==> src/rtl/spr_pkg.sv <==
package spr_pkg;

  localparam int GRID_SIZE_DEF = 8;
  localparam int TRIG_FRAC_DEF = 14;

  localparam int CFG_W     = 11;
  localparam int CFG_IDX_W = 3;
  localparam int ANGLE_W   = 9;
  localparam int SCALE_W   = 5;
  localparam int DRAW_W    = 13;
  localparam int COLOR_W   = 16;
  localparam int REM_W     = 7;

  localparam int TURN_STEPS = 360;
  localparam int QUARTER    = 90;
  localparam int OCTANT     = 45;

  localparam logic [COLOR_W-1:0] FILL_WHITE = 16'hFFFF;
  localparam logic signed [DRAW_W-1:0] DRAW_MIN = {1'b1, {(DRAW_W-1){1'b0}}};
  localparam logic signed [DRAW_W-1:0] DRAW_MAX = {1'b0, {(DRAW_W-1){1'b1}}};

  localparam longint unsigned DEG_TO_RAD_Q32 = 64'd74961321;
  localparam longint unsigned ONE_Q32        = 64'h1_0000_0000;

  typedef enum logic [CFG_IDX_W-1:0] {
    CFG_ANCHOR_X,
    CFG_ANCHOR_Y,
    CFG_SHIFT_X,
    CFG_SHIFT_Y,
    CFG_TURN,
    CFG_SCALE
  } cfg_reg_t;

  typedef logic signed [31:0] quarter_table_t [QUARTER];

  // Unsigned long division, one quotient bit per step; only the table builders call it.
  function automatic longint unsigned div_u64(longint unsigned num, longint unsigned den);
    longint unsigned q;
    longint unsigned r;
    q = '0;
    r = '0;
    for (int i = 63; i >= 0; i--) begin
      r = {r[62:0], num[i]};
      if (r >= den) begin
        r    = r - den;
        q[i] = 1'b1;
      end
    end
    return q;
  endfunction

  // Q32.32 Taylor series of sine (odd) or cosine of r degrees, r in 0..45.
  function automatic longint unsigned series_q32(int r, bit odd);
    longint unsigned x;
    longint unsigned x2;
    longint unsigned term;
    longint unsigned d;
    longint          sum;
    x    = 64'(r) * DEG_TO_RAD_Q32;
    x2   = (x * x) >> 32;
    term = odd ? x : ONE_Q32;
    sum  = longint'(term);
    for (int n = 1; n <= 7; n++) begin
      d    = odd ? 64'((2 * n) * (2 * n + 1)) : 64'((2 * n - 1) * (2 * n));
      term = div_u64((term * x2) >> 32, d);
      if ((n & 1) == 1) begin
        sum = sum - longint'(term);
      end else begin
        sum = sum + longint'(term);
      end
    end
    if (sum < 0) begin
      sum = 0;
    end
    return unsigned'(sum);
  endfunction

  function automatic longint to_frac(longint unsigned q32, int frac_bits);
    return longint'((q32 + (64'd1 << (31 - frac_bits))) >> (32 - frac_bits));
  endfunction

  // Sine of the remainder within a quadrant, 0..89 degrees.
  function automatic quarter_table_t sin_quarter(int frac_bits);
    quarter_table_t t;
    for (int r = 0; r < QUARTER; r++) begin
      if (r <= OCTANT) begin
        t[r] = 32'(to_frac(series_q32(r, 1'b1), frac_bits));
      end else begin
        t[r] = 32'(to_frac(series_q32(QUARTER - r, 1'b0), frac_bits));
      end
    end
    return t;
  endfunction

  // Cosine of the remainder within a quadrant, 0..89 degrees.
  function automatic quarter_table_t cos_quarter(int frac_bits);
    quarter_table_t t;
    for (int r = 0; r < QUARTER; r++) begin
      if (r <= OCTANT) begin
        t[r] = 32'(to_frac(series_q32(r, 1'b0), frac_bits));
      end else begin
        t[r] = 32'(to_frac(series_q32(QUARTER - r, 1'b1), frac_bits));
      end
    end
    return t;
  endfunction

endpackage

==> src/rtl/spr_point_if.sv <==
interface spr_point_if #(
  parameter int COORD_W = 3
) ();
  logic               valid;
  logic               ready;
  logic [COORD_W-1:0] cell_col;
  logic [COORD_W-1:0] cell_row;
  logic               final_point;

  modport source (output valid, output cell_col, output cell_row, output final_point,
                  input ready);
  modport sink (input valid, input cell_col, input cell_row, input final_point,
                output ready);
endinterface

==> src/rtl/spr_block_if.sv <==
interface spr_block_if;
  import spr_pkg::*;
  logic                     valid;
  logic                     ready;
  logic signed [DRAW_W-1:0] draw_x;
  logic signed [DRAW_W-1:0] draw_y;
  logic [SCALE_W-1:0]       block_side;
  logic [COLOR_W-1:0]       fill_color;
  logic                     last_block;

  modport source (output valid, output draw_x, output draw_y, output block_side,
                  output fill_color, output last_block, input ready);
  modport sink (input valid, input draw_x, input draw_y, input block_side,
                input fill_color, input last_block, output ready);
endinterface

==> src/rtl/spr_front.sv <==
module spr_front #(
  parameter int GRID_SIZE      = spr_pkg::GRID_SIZE_DEF,
  parameter int TRIG_FRAC_BITS = spr_pkg::TRIG_FRAC_DEF
) (
  input  logic                                 clk,
  input  logic [1:0]                           en,
  input  logic [$clog2(GRID_SIZE)-1:0]         cell_col,
  input  logic [$clog2(GRID_SIZE)-1:0]         cell_row,
  input  logic [spr_pkg::ANGLE_W-1:0]          turn_degrees,
  output logic signed [$clog2(GRID_SIZE)+1:0]  cx2,
  output logic signed [$clog2(GRID_SIZE)+1:0]  cy2,
  output logic signed [TRIG_FRAC_BITS+1:0]     sn,
  output logic signed [TRIG_FRAC_BITS+1:0]     cs
);
  import spr_pkg::*;

  localparam int COORD_W = $clog2(GRID_SIZE);
  localparam int CX_W    = COORD_W + 2;
  localparam int T_W     = TRIG_FRAC_BITS + 2;

  localparam quarter_table_t SIN_TABLE = sin_quarter(TRIG_FRAC_BITS);
  localparam quarter_table_t COS_TABLE = cos_quarter(TRIG_FRAC_BITS);

  logic [ANGLE_W-1:0]     angle;
  logic [1:0]             quad_next;
  logic [ANGLE_W-1:0]     rem_wide;
  logic [1:0]             quad;
  logic [REM_W-1:0]       rem;
  logic signed [CX_W-1:0] cx2_a;
  logic signed [CX_W-1:0] cy2_a;
  logic signed [T_W-1:0]  sin_r;
  logic signed [T_W-1:0]  cos_r;

  // Stage 1: reduce the angle to quadrant and remainder, move the cell to the centre.
  always_comb begin
    angle = (turn_degrees >= ANGLE_W'(TURN_STEPS)) ? turn_degrees - ANGLE_W'(TURN_STEPS)
                                                   : turn_degrees;
    if (angle >= ANGLE_W'(3 * QUARTER)) begin
      quad_next = 2'd3;
      rem_wide  = angle - ANGLE_W'(3 * QUARTER);
    end else if (angle >= ANGLE_W'(2 * QUARTER)) begin
      quad_next = 2'd2;
      rem_wide  = angle - ANGLE_W'(2 * QUARTER);
    end else if (angle >= ANGLE_W'(QUARTER)) begin
      quad_next = 2'd1;
      rem_wide  = angle - ANGLE_W'(QUARTER);
    end else begin
      quad_next = 2'd0;
      rem_wide  = angle;
    end
  end

  always_ff @(posedge clk) begin
    if (en[0]) begin
      quad  <= quad_next;
      rem   <= rem_wide[REM_W-1:0];
      cx2_a <= signed'({1'b0, cell_col, 1'b0}) - CX_W'(GRID_SIZE - 1);
      cy2_a <= signed'({1'b0, cell_row, 1'b0}) - CX_W'(GRID_SIZE - 1);
    end
  end

  // Stage 2: quarter-wave lookup and quadrant symmetry.
  always_comb begin
    sin_r = SIN_TABLE[rem][T_W-1:0];
    cos_r = COS_TABLE[rem][T_W-1:0];
  end

  always_ff @(posedge clk) begin
    if (en[1]) begin
      cx2 <= cx2_a;
      cy2 <= cy2_a;
      case (quad)
        2'd0: begin
          sn <= sin_r;
          cs <= cos_r;
        end
        2'd1: begin
          sn <= cos_r;
          cs <= -sin_r;
        end
        2'd2: begin
          sn <= -sin_r;
          cs <= -cos_r;
        end
        default: begin
          sn <= -cos_r;
          cs <= sin_r;
        end
      endcase
    end
  end

endmodule

==> src/rtl/spr_rotate.sv <==
module spr_rotate #(
  parameter int GRID_SIZE      = spr_pkg::GRID_SIZE_DEF,
  parameter int TRIG_FRAC_BITS = spr_pkg::TRIG_FRAC_DEF
) (
  input  logic                                                   clk,
  input  logic [1:0]                                             en,
  input  logic signed [$clog2(GRID_SIZE)+1:0]                    cx2,
  input  logic signed [$clog2(GRID_SIZE)+1:0]                    cy2,
  input  logic signed [TRIG_FRAC_BITS+1:0]                       sn,
  input  logic signed [TRIG_FRAC_BITS+1:0]                       cs,
  output logic signed [$clog2(GRID_SIZE)+TRIG_FRAC_BITS+5:0]     rx_p,
  output logic signed [$clog2(GRID_SIZE)+TRIG_FRAC_BITS+5:0]     ry_p
);
  import spr_pkg::*;

  localparam int COORD_W = $clog2(GRID_SIZE);
  localparam int PR_W    = COORD_W + TRIG_FRAC_BITS + 4;
  localparam int P_W     = PR_W + 2;
  localparam logic signed [P_W-1:0] PIV = P_W'((GRID_SIZE - 1) << TRIG_FRAC_BITS);

  logic signed [PR_W-1:0] xc;
  logic signed [PR_W-1:0] ys;
  logic signed [PR_W-1:0] xs;
  logic signed [PR_W-1:0] yc;

  // Stage 3: the four products, in units of half a trig LSB.
  always_ff @(posedge clk) begin
    if (en[0]) begin
      xc <= PR_W'(cx2) * PR_W'(cs);
      ys <= PR_W'(cy2) * PR_W'(sn);
      xs <= PR_W'(cx2) * PR_W'(sn);
      yc <= PR_W'(cy2) * PR_W'(cs);
    end
  end

  // Stage 4: combine and move back from the grid centre.
  always_ff @(posedge clk) begin
    if (en[1]) begin
      rx_p <= P_W'(xc) - P_W'(ys) + PIV;
      ry_p <= P_W'(xs) + P_W'(yc) + PIV;
    end
  end

endmodule

==> src/rtl/spr_place.sv <==
module spr_place #(
  parameter int GRID_SIZE      = spr_pkg::GRID_SIZE_DEF,
  parameter int TRIG_FRAC_BITS = spr_pkg::TRIG_FRAC_DEF
) (
  input  logic                                               clk,
  input  logic [2:0]                                         en,
  input  logic signed [$clog2(GRID_SIZE)+TRIG_FRAC_BITS+5:0] rx_p,
  input  logic signed [$clog2(GRID_SIZE)+TRIG_FRAC_BITS+5:0] ry_p,
  input  logic [spr_pkg::SCALE_W-1:0]                        block_scale,
  input  logic signed [spr_pkg::CFG_W-1:0]                   anchor_x,
  input  logic signed [spr_pkg::CFG_W-1:0]                   anchor_y,
  input  logic signed [spr_pkg::CFG_W-1:0]                   shift_x,
  input  logic signed [spr_pkg::CFG_W-1:0]                   shift_y,
  output logic signed [spr_pkg::DRAW_W-1:0]                  draw_x,
  output logic signed [spr_pkg::DRAW_W-1:0]                  draw_y
);
  import spr_pkg::*;

  localparam int COORD_W = $clog2(GRID_SIZE);
  localparam int P_W     = COORD_W + TRIG_FRAC_BITS + 6;
  localparam int S_W     = P_W + SCALE_W + 1;
  localparam int U_W     = S_W + 1;
  localparam int SH      = TRIG_FRAC_BITS + 1;
  localparam int PX_W    = U_W - SH;
  localparam int SUM_W   = ((PX_W > CFG_W) ? PX_W : CFG_W) + 2;
  localparam logic signed [U_W-1:0] HALF = U_W'(1) <<< TRIG_FRAC_BITS;
  localparam logic signed [U_W-1:0] MASK = (U_W'(1) <<< SH) - U_W'(1);

  logic signed [S_W-1:0]   sx;
  logic signed [S_W-1:0]   sy;
  logic signed [U_W-1:0]   tx;
  logic signed [U_W-1:0]   ty;
  logic signed [U_W-1:0]   zx;
  logic signed [U_W-1:0]   zy;
  logic signed [PX_W-1:0]  px;
  logic signed [PX_W-1:0]  py;
  logic signed [SUM_W-1:0] sum_x;
  logic signed [SUM_W-1:0] sum_y;

  function automatic logic signed [DRAW_W-1:0] clamp(logic signed [SUM_W-1:0] v);
    if (v < SUM_W'(DRAW_MIN)) begin
      return DRAW_MIN;
    end else if (v > SUM_W'(DRAW_MAX)) begin
      return DRAW_MAX;
    end
    return v[DRAW_W-1:0];
  endfunction

  // Stage 5: scale by the block size.
  always_ff @(posedge clk) begin
    if (en[0]) begin
      sx <= S_W'(rx_p) * S_W'(signed'({1'b0, block_scale}));
      sy <= S_W'(ry_p) * S_W'(signed'({1'b0, block_scale}));
    end
  end

  // Stage 6: add one half, then truncate toward zero. A negative value is biased
  // up by all ones below the cut so that the arithmetic shift rounds toward zero.
  always_comb begin
    tx = U_W'(sx) + HALF;
    ty = U_W'(sy) + HALF;
    zx = tx + (tx[U_W-1] ? MASK : U_W'(0));
    zy = ty + (ty[U_W-1] ? MASK : U_W'(0));
  end

  always_ff @(posedge clk) begin
    if (en[1]) begin
      px <= PX_W'(zx >>> SH);
      py <= PX_W'(zy >>> SH);
    end
  end

  // Stage 7: screen offsets and saturation.
  always_comb begin
    sum_x = SUM_W'(px) + SUM_W'(anchor_x) + SUM_W'(shift_x);
    sum_y = SUM_W'(py) + SUM_W'(anchor_y) + SUM_W'(shift_y);
  end

  always_ff @(posedge clk) begin
    if (en[2]) begin
      draw_x <= clamp(sum_x);
      draw_y <= clamp(sum_y);
    end
  end

endmodule

==> src/rtl/sprite_point_rotate_scale.sv <==
// Rotates each lit cell of a sprite grid about the grid centre by turn_degrees, scales
// it by block_scale with round-half-up truncated toward zero, adds anchor and shift, and
// emits one white square of side block_scale at the saturated 13-bit screen position.
// The block is a seven-stage pipeline: one item is taken every clock cycle unless an
// output stall reaches the input; each result leaves when the output side is ready.
// Each stage holds its own valid bit, so a stall at the output fills empty stages
// before the input side stops. Sine and cosine come from two 90-entry quarter-wave
// constant tables built at elaboration, indexed by the quadrant remainder of the
// angle reduced modulo 360. The user writes registers via cfg_write/cfg_index/cfg_data
// only while no item is in flight, unchecked by the block; indexes above the last are ignored.
module sprite_point_rotate_scale #(
  parameter int GRID_SIZE      = spr_pkg::GRID_SIZE_DEF,
  parameter int TRIG_FRAC_BITS = spr_pkg::TRIG_FRAC_DEF
) (
  input  logic                          clk,
  input  logic                          rst,
  input  logic                          cfg_write,
  input  logic [spr_pkg::CFG_IDX_W-1:0] cfg_index,
  input  logic [spr_pkg::CFG_W-1:0]     cfg_data,
  spr_point_if.sink                     points,
  spr_block_if.source                   blocks
);
  import spr_pkg::*;

  localparam int NSTAGE  = 7;
  localparam int COORD_W = $clog2(GRID_SIZE);
  localparam int CX_W    = COORD_W + 2;
  localparam int T_W     = TRIG_FRAC_BITS + 2;
  localparam int P_W     = COORD_W + TRIG_FRAC_BITS + 6;

  logic signed [CFG_W-1:0] anchor_x;
  logic signed [CFG_W-1:0] anchor_y;
  logic signed [CFG_W-1:0] shift_x;
  logic signed [CFG_W-1:0] shift_y;
  logic [ANGLE_W-1:0]      turn_degrees;
  logic [SCALE_W-1:0]      block_scale;

  logic [NSTAGE-1:0] v;
  logic [NSTAGE-1:0] last_pipe;
  logic [NSTAGE:0]   adv;

  logic signed [CX_W-1:0] cx2;
  logic signed [CX_W-1:0] cy2;
  logic signed [T_W-1:0]  sn;
  logic signed [T_W-1:0]  cs;
  logic signed [P_W-1:0]  rx_p;
  logic signed [P_W-1:0]  ry_p;

  always_ff @(posedge clk) begin
    if (rst) begin
      anchor_x     <= '0;
      anchor_y     <= '0;
      shift_x      <= '0;
      shift_y      <= '0;
      turn_degrees <= '0;
      block_scale  <= SCALE_W'(1);
    end else if (cfg_write) begin
      unique case (cfg_reg_t'(cfg_index))
        CFG_ANCHOR_X: anchor_x     <= cfg_data;
        CFG_ANCHOR_Y: anchor_y     <= cfg_data;
        CFG_SHIFT_X:  shift_x      <= cfg_data;
        CFG_SHIFT_Y:  shift_y      <= cfg_data;
        CFG_TURN:     turn_degrees <= cfg_data[ANGLE_W-1:0];
        CFG_SCALE:    block_scale  <= cfg_data[SCALE_W-1:0];
        default: ;
      endcase
    end
  end

  // A stage may load when it is empty or when the stage after it moves on.
  always_comb begin
    adv[NSTAGE] = blocks.ready;
    for (int k = NSTAGE - 1; k >= 0; k--) begin
      adv[k] = !v[k] || adv[k+1];
    end
  end

  always_ff @(posedge clk) begin
    if (rst) begin
      v <= '0;
    end else begin
      if (adv[0]) begin
        v[0] <= points.valid;
      end
      for (int k = 1; k < NSTAGE; k++) begin
        if (adv[k]) begin
          v[k] <= v[k-1];
        end
      end
    end
  end

  always_ff @(posedge clk) begin
    if (adv[0]) begin
      last_pipe[0] <= points.final_point;
    end
    for (int k = 1; k < NSTAGE; k++) begin
      if (adv[k]) begin
        last_pipe[k] <= last_pipe[k-1];
      end
    end
  end

  spr_front #(
    .GRID_SIZE      (GRID_SIZE),
    .TRIG_FRAC_BITS (TRIG_FRAC_BITS)
  ) u_front (
    .clk          (clk),
    .en           (adv[1:0]),
    .cell_col     (points.cell_col),
    .cell_row     (points.cell_row),
    .turn_degrees (turn_degrees),
    .cx2          (cx2),
    .cy2          (cy2),
    .sn           (sn),
    .cs           (cs)
  );

  spr_rotate #(
    .GRID_SIZE      (GRID_SIZE),
    .TRIG_FRAC_BITS (TRIG_FRAC_BITS)
  ) u_rotate (
    .clk  (clk),
    .en   (adv[3:2]),
    .cx2  (cx2),
    .cy2  (cy2),
    .sn   (sn),
    .cs   (cs),
    .rx_p (rx_p),
    .ry_p (ry_p)
  );

  spr_place #(
    .GRID_SIZE      (GRID_SIZE),
    .TRIG_FRAC_BITS (TRIG_FRAC_BITS)
  ) u_place (
    .clk         (clk),
    .en          (adv[6:4]),
    .rx_p        (rx_p),
    .ry_p        (ry_p),
    .block_scale (block_scale),
    .anchor_x    (anchor_x),
    .anchor_y    (anchor_y),
    .shift_x     (shift_x),
    .shift_y     (shift_y),
    .draw_x      (blocks.draw_x),
    .draw_y      (blocks.draw_y)
  );

  assign points.ready      = adv[0];
  assign blocks.valid      = v[NSTAGE-1];
  assign blocks.block_side = block_scale;
  assign blocks.fill_color = FILL_WHITE;
  assign blocks.last_block = last_pipe[NSTAGE-1];

  a_reset_empties: assert property (@(posedge clk) rst |=> v == '0)
    else $error("pipeline holds an item after reset");

  a_ready_when_drained: assert property (@(posedge clk) disable iff (rst)
    !v[NSTAGE-1] |-> points.ready)
    else $error("input refused while the output stage is empty");

  a_accept_enters: assert property (@(posedge clk) disable iff (rst)
    points.valid && points.ready |=> v[0])
    else $error("accepted item did not enter the first stage");

  a_bubble_fills: assert property (@(posedge clk) disable iff (rst)
    v[NSTAGE-2] && !v[NSTAGE-1] |=> v[NSTAGE-1])
    else $error("item did not move into an empty output stage");

  a_taken_no_repeat: assert property (@(posedge clk) disable iff (rst)
    blocks.valid && blocks.ready && !v[NSTAGE-2] |=> !blocks.valid)
    else $error("result repeated after it was taken");

endmodule
==> src/flat_wrapper.sv <==
// flat-port wrapper written by rule: the top's interface ports become plain ports
module sprite_point_rotate_scale_flat import spr_pkg::*;
#(
  parameter int GRID_SIZE      = spr_pkg::GRID_SIZE_DEF,
  parameter int TRIG_FRAC_BITS = spr_pkg::TRIG_FRAC_DEF
)
  (clk, rst, cfg_write, cfg_index, cfg_data, points_valid, points_cell_col, points_cell_row, points_final_point, points_ready, blocks_valid, blocks_draw_x, blocks_draw_y, blocks_block_side, blocks_fill_color, blocks_last_block, blocks_ready);
  spr_point_if points_i ();
  spr_block_if blocks_i ();
  input  logic clk;
  input  logic rst;
  input  logic cfg_write;
  input  logic [spr_pkg::CFG_IDX_W-1:0] cfg_index;
  input  logic [spr_pkg::CFG_W-1:0] cfg_data;
  input wire logic [$bits(points_i.valid)-1:0] points_valid;
  input wire logic [$bits(points_i.cell_col)-1:0] points_cell_col;
  input wire logic [$bits(points_i.cell_row)-1:0] points_cell_row;
  input wire logic [$bits(points_i.final_point)-1:0] points_final_point;
  output wire logic [$bits(points_i.ready)-1:0] points_ready;
  output wire logic [$bits(blocks_i.valid)-1:0] blocks_valid;
  output wire logic [$bits(blocks_i.draw_x)-1:0] blocks_draw_x;
  output wire logic [$bits(blocks_i.draw_y)-1:0] blocks_draw_y;
  output wire logic [$bits(blocks_i.block_side)-1:0] blocks_block_side;
  output wire logic [$bits(blocks_i.fill_color)-1:0] blocks_fill_color;
  output wire logic [$bits(blocks_i.last_block)-1:0] blocks_last_block;
  input wire logic [$bits(blocks_i.ready)-1:0] blocks_ready;
  assign points_i.valid = points_valid;
  assign points_i.cell_col = points_cell_col;
  assign points_i.cell_row = points_cell_row;
  assign points_i.final_point = points_final_point;
  assign points_ready = points_i.ready;
  assign blocks_valid = blocks_i.valid;
  assign blocks_draw_x = blocks_i.draw_x;
  assign blocks_draw_y = blocks_i.draw_y;
  assign blocks_block_side = blocks_i.block_side;
  assign blocks_fill_color = blocks_i.fill_color;
  assign blocks_last_block = blocks_i.last_block;
  assign blocks_i.ready = blocks_ready;
  sprite_point_rotate_scale #(.GRID_SIZE(GRID_SIZE), .TRIG_FRAC_BITS(TRIG_FRAC_BITS)) u_core (.clk(clk), .rst(rst), .cfg_write(cfg_write), .cfg_index(cfg_index), .cfg_data(cfg_data), .points(points_i), .blocks(blocks_i));
endmodule
==> config.mk <==
export PLATFORM = sky130hd
export DESIGN_NAME = sprite_point_rotate_scale_flat
export DESIGN_NICKNAME = d
export VERILOG_FILES = /design/src/rtl/spr_pkg.sv /design/src/rtl/spr_point_if.sv /design/src/rtl/spr_block_if.sv /design/src/rtl/spr_front.sv /design/src/rtl/spr_rotate.sv /design/src/rtl/spr_place.sv /design/src/rtl/sprite_point_rotate_scale.sv /design/src/flat_wrapper.sv
export SDC_FILE = /design/constraint.sdc
export NUM_CORES = 2
export LEC_CHECK = 0
export BUFFER_PORTS_ARGS = -buffer_cell sky130_fd_sc_hd__buf_4
export CAP_MARGIN = 15
export CORE_MARGIN = 2
export CORE_UTILIZATION = 50
export DETAILED_ROUTE_END_ITERATION = 10
export HOLD_SLACK_MARGIN = 0.15
export MAX_ROUTING_LAYER = met4
export PLACE_DENSITY = 0.66
export SLEW_MARGIN = 15
export SYNTH_ARGS = -nofsm -noshare
export SYNTH_HDL_FRONTEND = slang
export SYNTH_SLANG_ARGS = --single-unit
export TNS_END_PERCENT = 20
==> constraint.sdc <==
create_clock -name clk -period 13.8 [get_ports clk]
set_input_delay 2.07 -clock clk [delete_from_list [all_inputs] [get_ports clk]]
set_output_delay 2.07 -clock clk [all_outputs]
set_load 0.05 [all_outputs]
==> out/qor.csv <==
stage,metric,value,unit
route,"antenna viol nets, final",0,
global_routing,gr ovfl total,0,
floorplanning,die width,293,microns
route,vias after detailed routing,30795,
final_layout,Area Growth Syn to Fin,6.82,%
timing,Slew @ Worst Pin,1.10,ns
timing,unrepaired setup endpoints after global routing,false,
critical_path,critical path class,in -> out,
timing,Pins Over Slew Limit,0,
final_layout,"commonest non-fill, non-tap cells in the layout","inv_1 (676), ha_1 (432), and2_1 (400)",
floorplanning,core area,0.0833,sq mm
power,Max IR drop VDD,0.150,mV
route,1st-pass router iterations,8,
timing,Final period util,0.408,
final_layout,"most common cell after layout, fill and taps aside",inv_1,
min_path,hold_sp,u_core.last_pipe[2]$_DFFE_PP_,
timing,Final Setup Violations,0,
clock_network,post-CTS setup buffers,0,
place,dpl hpwl,69900,microns
power,P per Cell Area,192,mW/mm^2
global_routing,GRT Overall Usage,0.222,
final_layout,nets@finish,5300,
outcome,outcome,completed,
power,Tot Pwr,8.60,mW
clock_network,Worst-Skew Late Latency,0.62,ns
critical_path,Worst EP arrival,3.56,ns
place,Post-DP Area,0.0431,sq mm
final_layout,diode count,0,
synthesis,distinct cell type count after synthesis,104,
synthesis,"EDFF count, synth",300,
clock_network,Clock Sinks,365,
power,Leak,20.6,nW
synthesis,warnings from Yosys,0,
clock_network,total CTS buffers,46,
timing,worst hold slack,0.409,ns
floorplanning,cell row count,106,
synthesis,syn_area_per_cell,9.36,sq um
clock_network,maximum root-to-sink buffer count,3,
timing,Tmin final,5.63,ns
synthesis,"Cell Area, Synth",0.0419,sq mm
clock_network,clk slew on worst S/H paths,0.06,ns
clock_network,cts-stage hold buffer count,0,
synthesis,"FF+latch count, synth",365,
place,GPL Wtd Cong,0.981,
synthesis,ys async rst share,0,
timing,relative slew slack,0.269,
synthesis,Synth Instances,4479,
place,dpl ws,8.16,ns
floorplanning,starting density of the core,0.503,
timing,final setup TNS,0,ns
timing,Fmax achieved,178,MHz
place,I/O Buffers,59,
critical_path,critical path peak fanout,18,
route,Avg Vias per Cell,5.52,
clock_network,htree depth,2,
clock_network,root buf cell,clkbuf_16,
floorplanning,Die Y,293,microns
final_layout,share of cells above drive strength 1,0.0518,
floorplanning,die area,0.0861,sq mm
critical_path,CP startpoint,blocks_ready,
global_routing,first-pass GRT wire length,152000,microns
critical_path,Critical Path RT,11.73,ns
final_layout,"Design Area, Final",0.0448,sq mm
run,# Max-Cap Violations,0,
min_path,worst min path class,reg -> reg,
critical_path,CP Launch Type,input pin,
global_routing,vias in the first global route,29909,
critical_path,Critical Path Sink Type,primary output,
global_routing,largest net degree at the start of global routing,78,
route,DRC viols,0,
route,Detailed Route Iter0 Violations,1964,
floorplanning,I/O pin cnt,76,
clock_network,CTS resizes,0,
route,wire length per cell,16.4,microns
synthesis,"Seq/Total Area, Yosys",0.246,
timing,final worst slack,8.17,ns
critical_path,reg2reg start,u_core.blocks.block_side[1]$_SDFFE_PP0P_,
clock_network,TritonCTS clock tree,built,
timing,Fin. Hold Viols,0,
synthesis,Main synth FF type,edfxtp_1,
route,Total Wirelength,91300,microns
timing,Setup Skew,0.0377,ns
global_routing,initial antenna violation count,0,
-- per-layer routing --
| metal | wire [microns] | share of wire | GRT usage |
|---|---|---|---|
| met1 | 40200 | 0.44 | 0.287 |
| met4 | 2280 | 0.025 | 0.0617 |
| met5 | 0 | 0 | - |
| met3 | 5160 | 0.057 | 0.0315 |
| met2 | 43700 | 0.48 | 0.365 |
-- kinds of logic after synthesis --
logic type | count (synthesis) | share of synthesized area
mux | 47 | 0.0148
other cells | 1 | 0.0000895
xor+xnor | 227 | 0.0474
flops | 365 | 0.246
fa+ha+maj | 810 | 0.310
compound gates | 834 | 0.131
buf+inv | 851 | 0.0834
simple gates | 1344 | 0.167
-- metrics by stage --
step / utilization / instances
final: 0.537 / 5581
after floorplan: - / 4494
after global placement: 0.517 / 5496
after CTS: 0.537 / 5581
after detailed placement: 0.517 / 5496
after global routing: 0.537 / 5581
-- sequential cells by signal, indices dropped and copies added (netlist names), 16 cells and up --
signal and cells:
u_core.u_front.cs 16, u_core.u_rotate.xs 20, u_core.u_rotate.rx_p 23, u_core.u_rotate.yc 20, u_core.u_place.sy 28, u_core.u_rotate.ry_p 22, u_core.u_place.sx 29, u_core.u_rotate.ys 21
u_core.u_rotate.xc 21, u_core.u_front.sn 16
-- report_power, final --
group | internal, mW | total [mW] | switching [mW] | leakage, nW
sequential | 1.89 | 2.23 | 0.341 | 3.78
combinational | 2.16 | 5.04 | 2.87 | 16.0
clock | 0.816 | 1.33 | 0.510 | 0.804
total | 4.87 | 8.60 | 3.72 | 20.6
-- critical path: stages --
cell and delay (ns):
buf_4 0.11, nor2b_1 0.16, and2_1 0.24, and3_1 0.36
nand4_1 0.13, buf_4 0.24, buf_4 0.22
-- Yosys cell counts, types with 17 or more instances --
library cell,count,area [sq um]
dfxtp_1,65,1300
o211ai_1,26,195
buf_4,29,218
nand3_1,73,365
xnor2_1,175,1530
or3_1,27,169
fa_1,378,7570
inv_1,677,2540
nor3_1,71,355
o31ai_1,27,203
nand2_1,301,1130
a211oi_1,47,353
edfxtp_1,300,9010
buf_2,17,85.1
nand4_1,19,119
xor2_1,52,455
o21ai_0,142,711
nand2b_1,45,282
nor2_1,231,867
nor2b_1,70,438
a31oi_1,25,156
ha_1,432,5410
o21bai_1,28,210
o21a_1,33,248
and3_1,39,244
a21o_1,65,488
mux2i_1,28,280
and2_1,400,2500
o22ai_1,19,119
buf_6,21,236
clkbuf_1,98,368
a21oi_1,251,1260
-- final timing paths --
kind,slack [ns],cells after the start,to
worst max-delay path,8.17,7,points_ready
worst min-delay path,0.41,0,u_core.last_pipe[3]$_DFFE_PP_
worst max register to register,8.39,17,u_core.u_place.sx[28]$_DFFE_PP_
worst min register to register,0.41,0,u_core.last_pipe[3]$_DFFE_PP_
-- cell type report --
class / instances / area (sq um)
fill: 7596 / 38500
multi-input combinational: 3278 / 28200
sequential: 365 / 10300
inverter: 681 / 2560
tap: 1080 / 1350
clock buffer: 52 / 1190
timing repair buffer: 92 / 691
clock inverter: 33 / 482
Power figures use the tool's default switching activity.
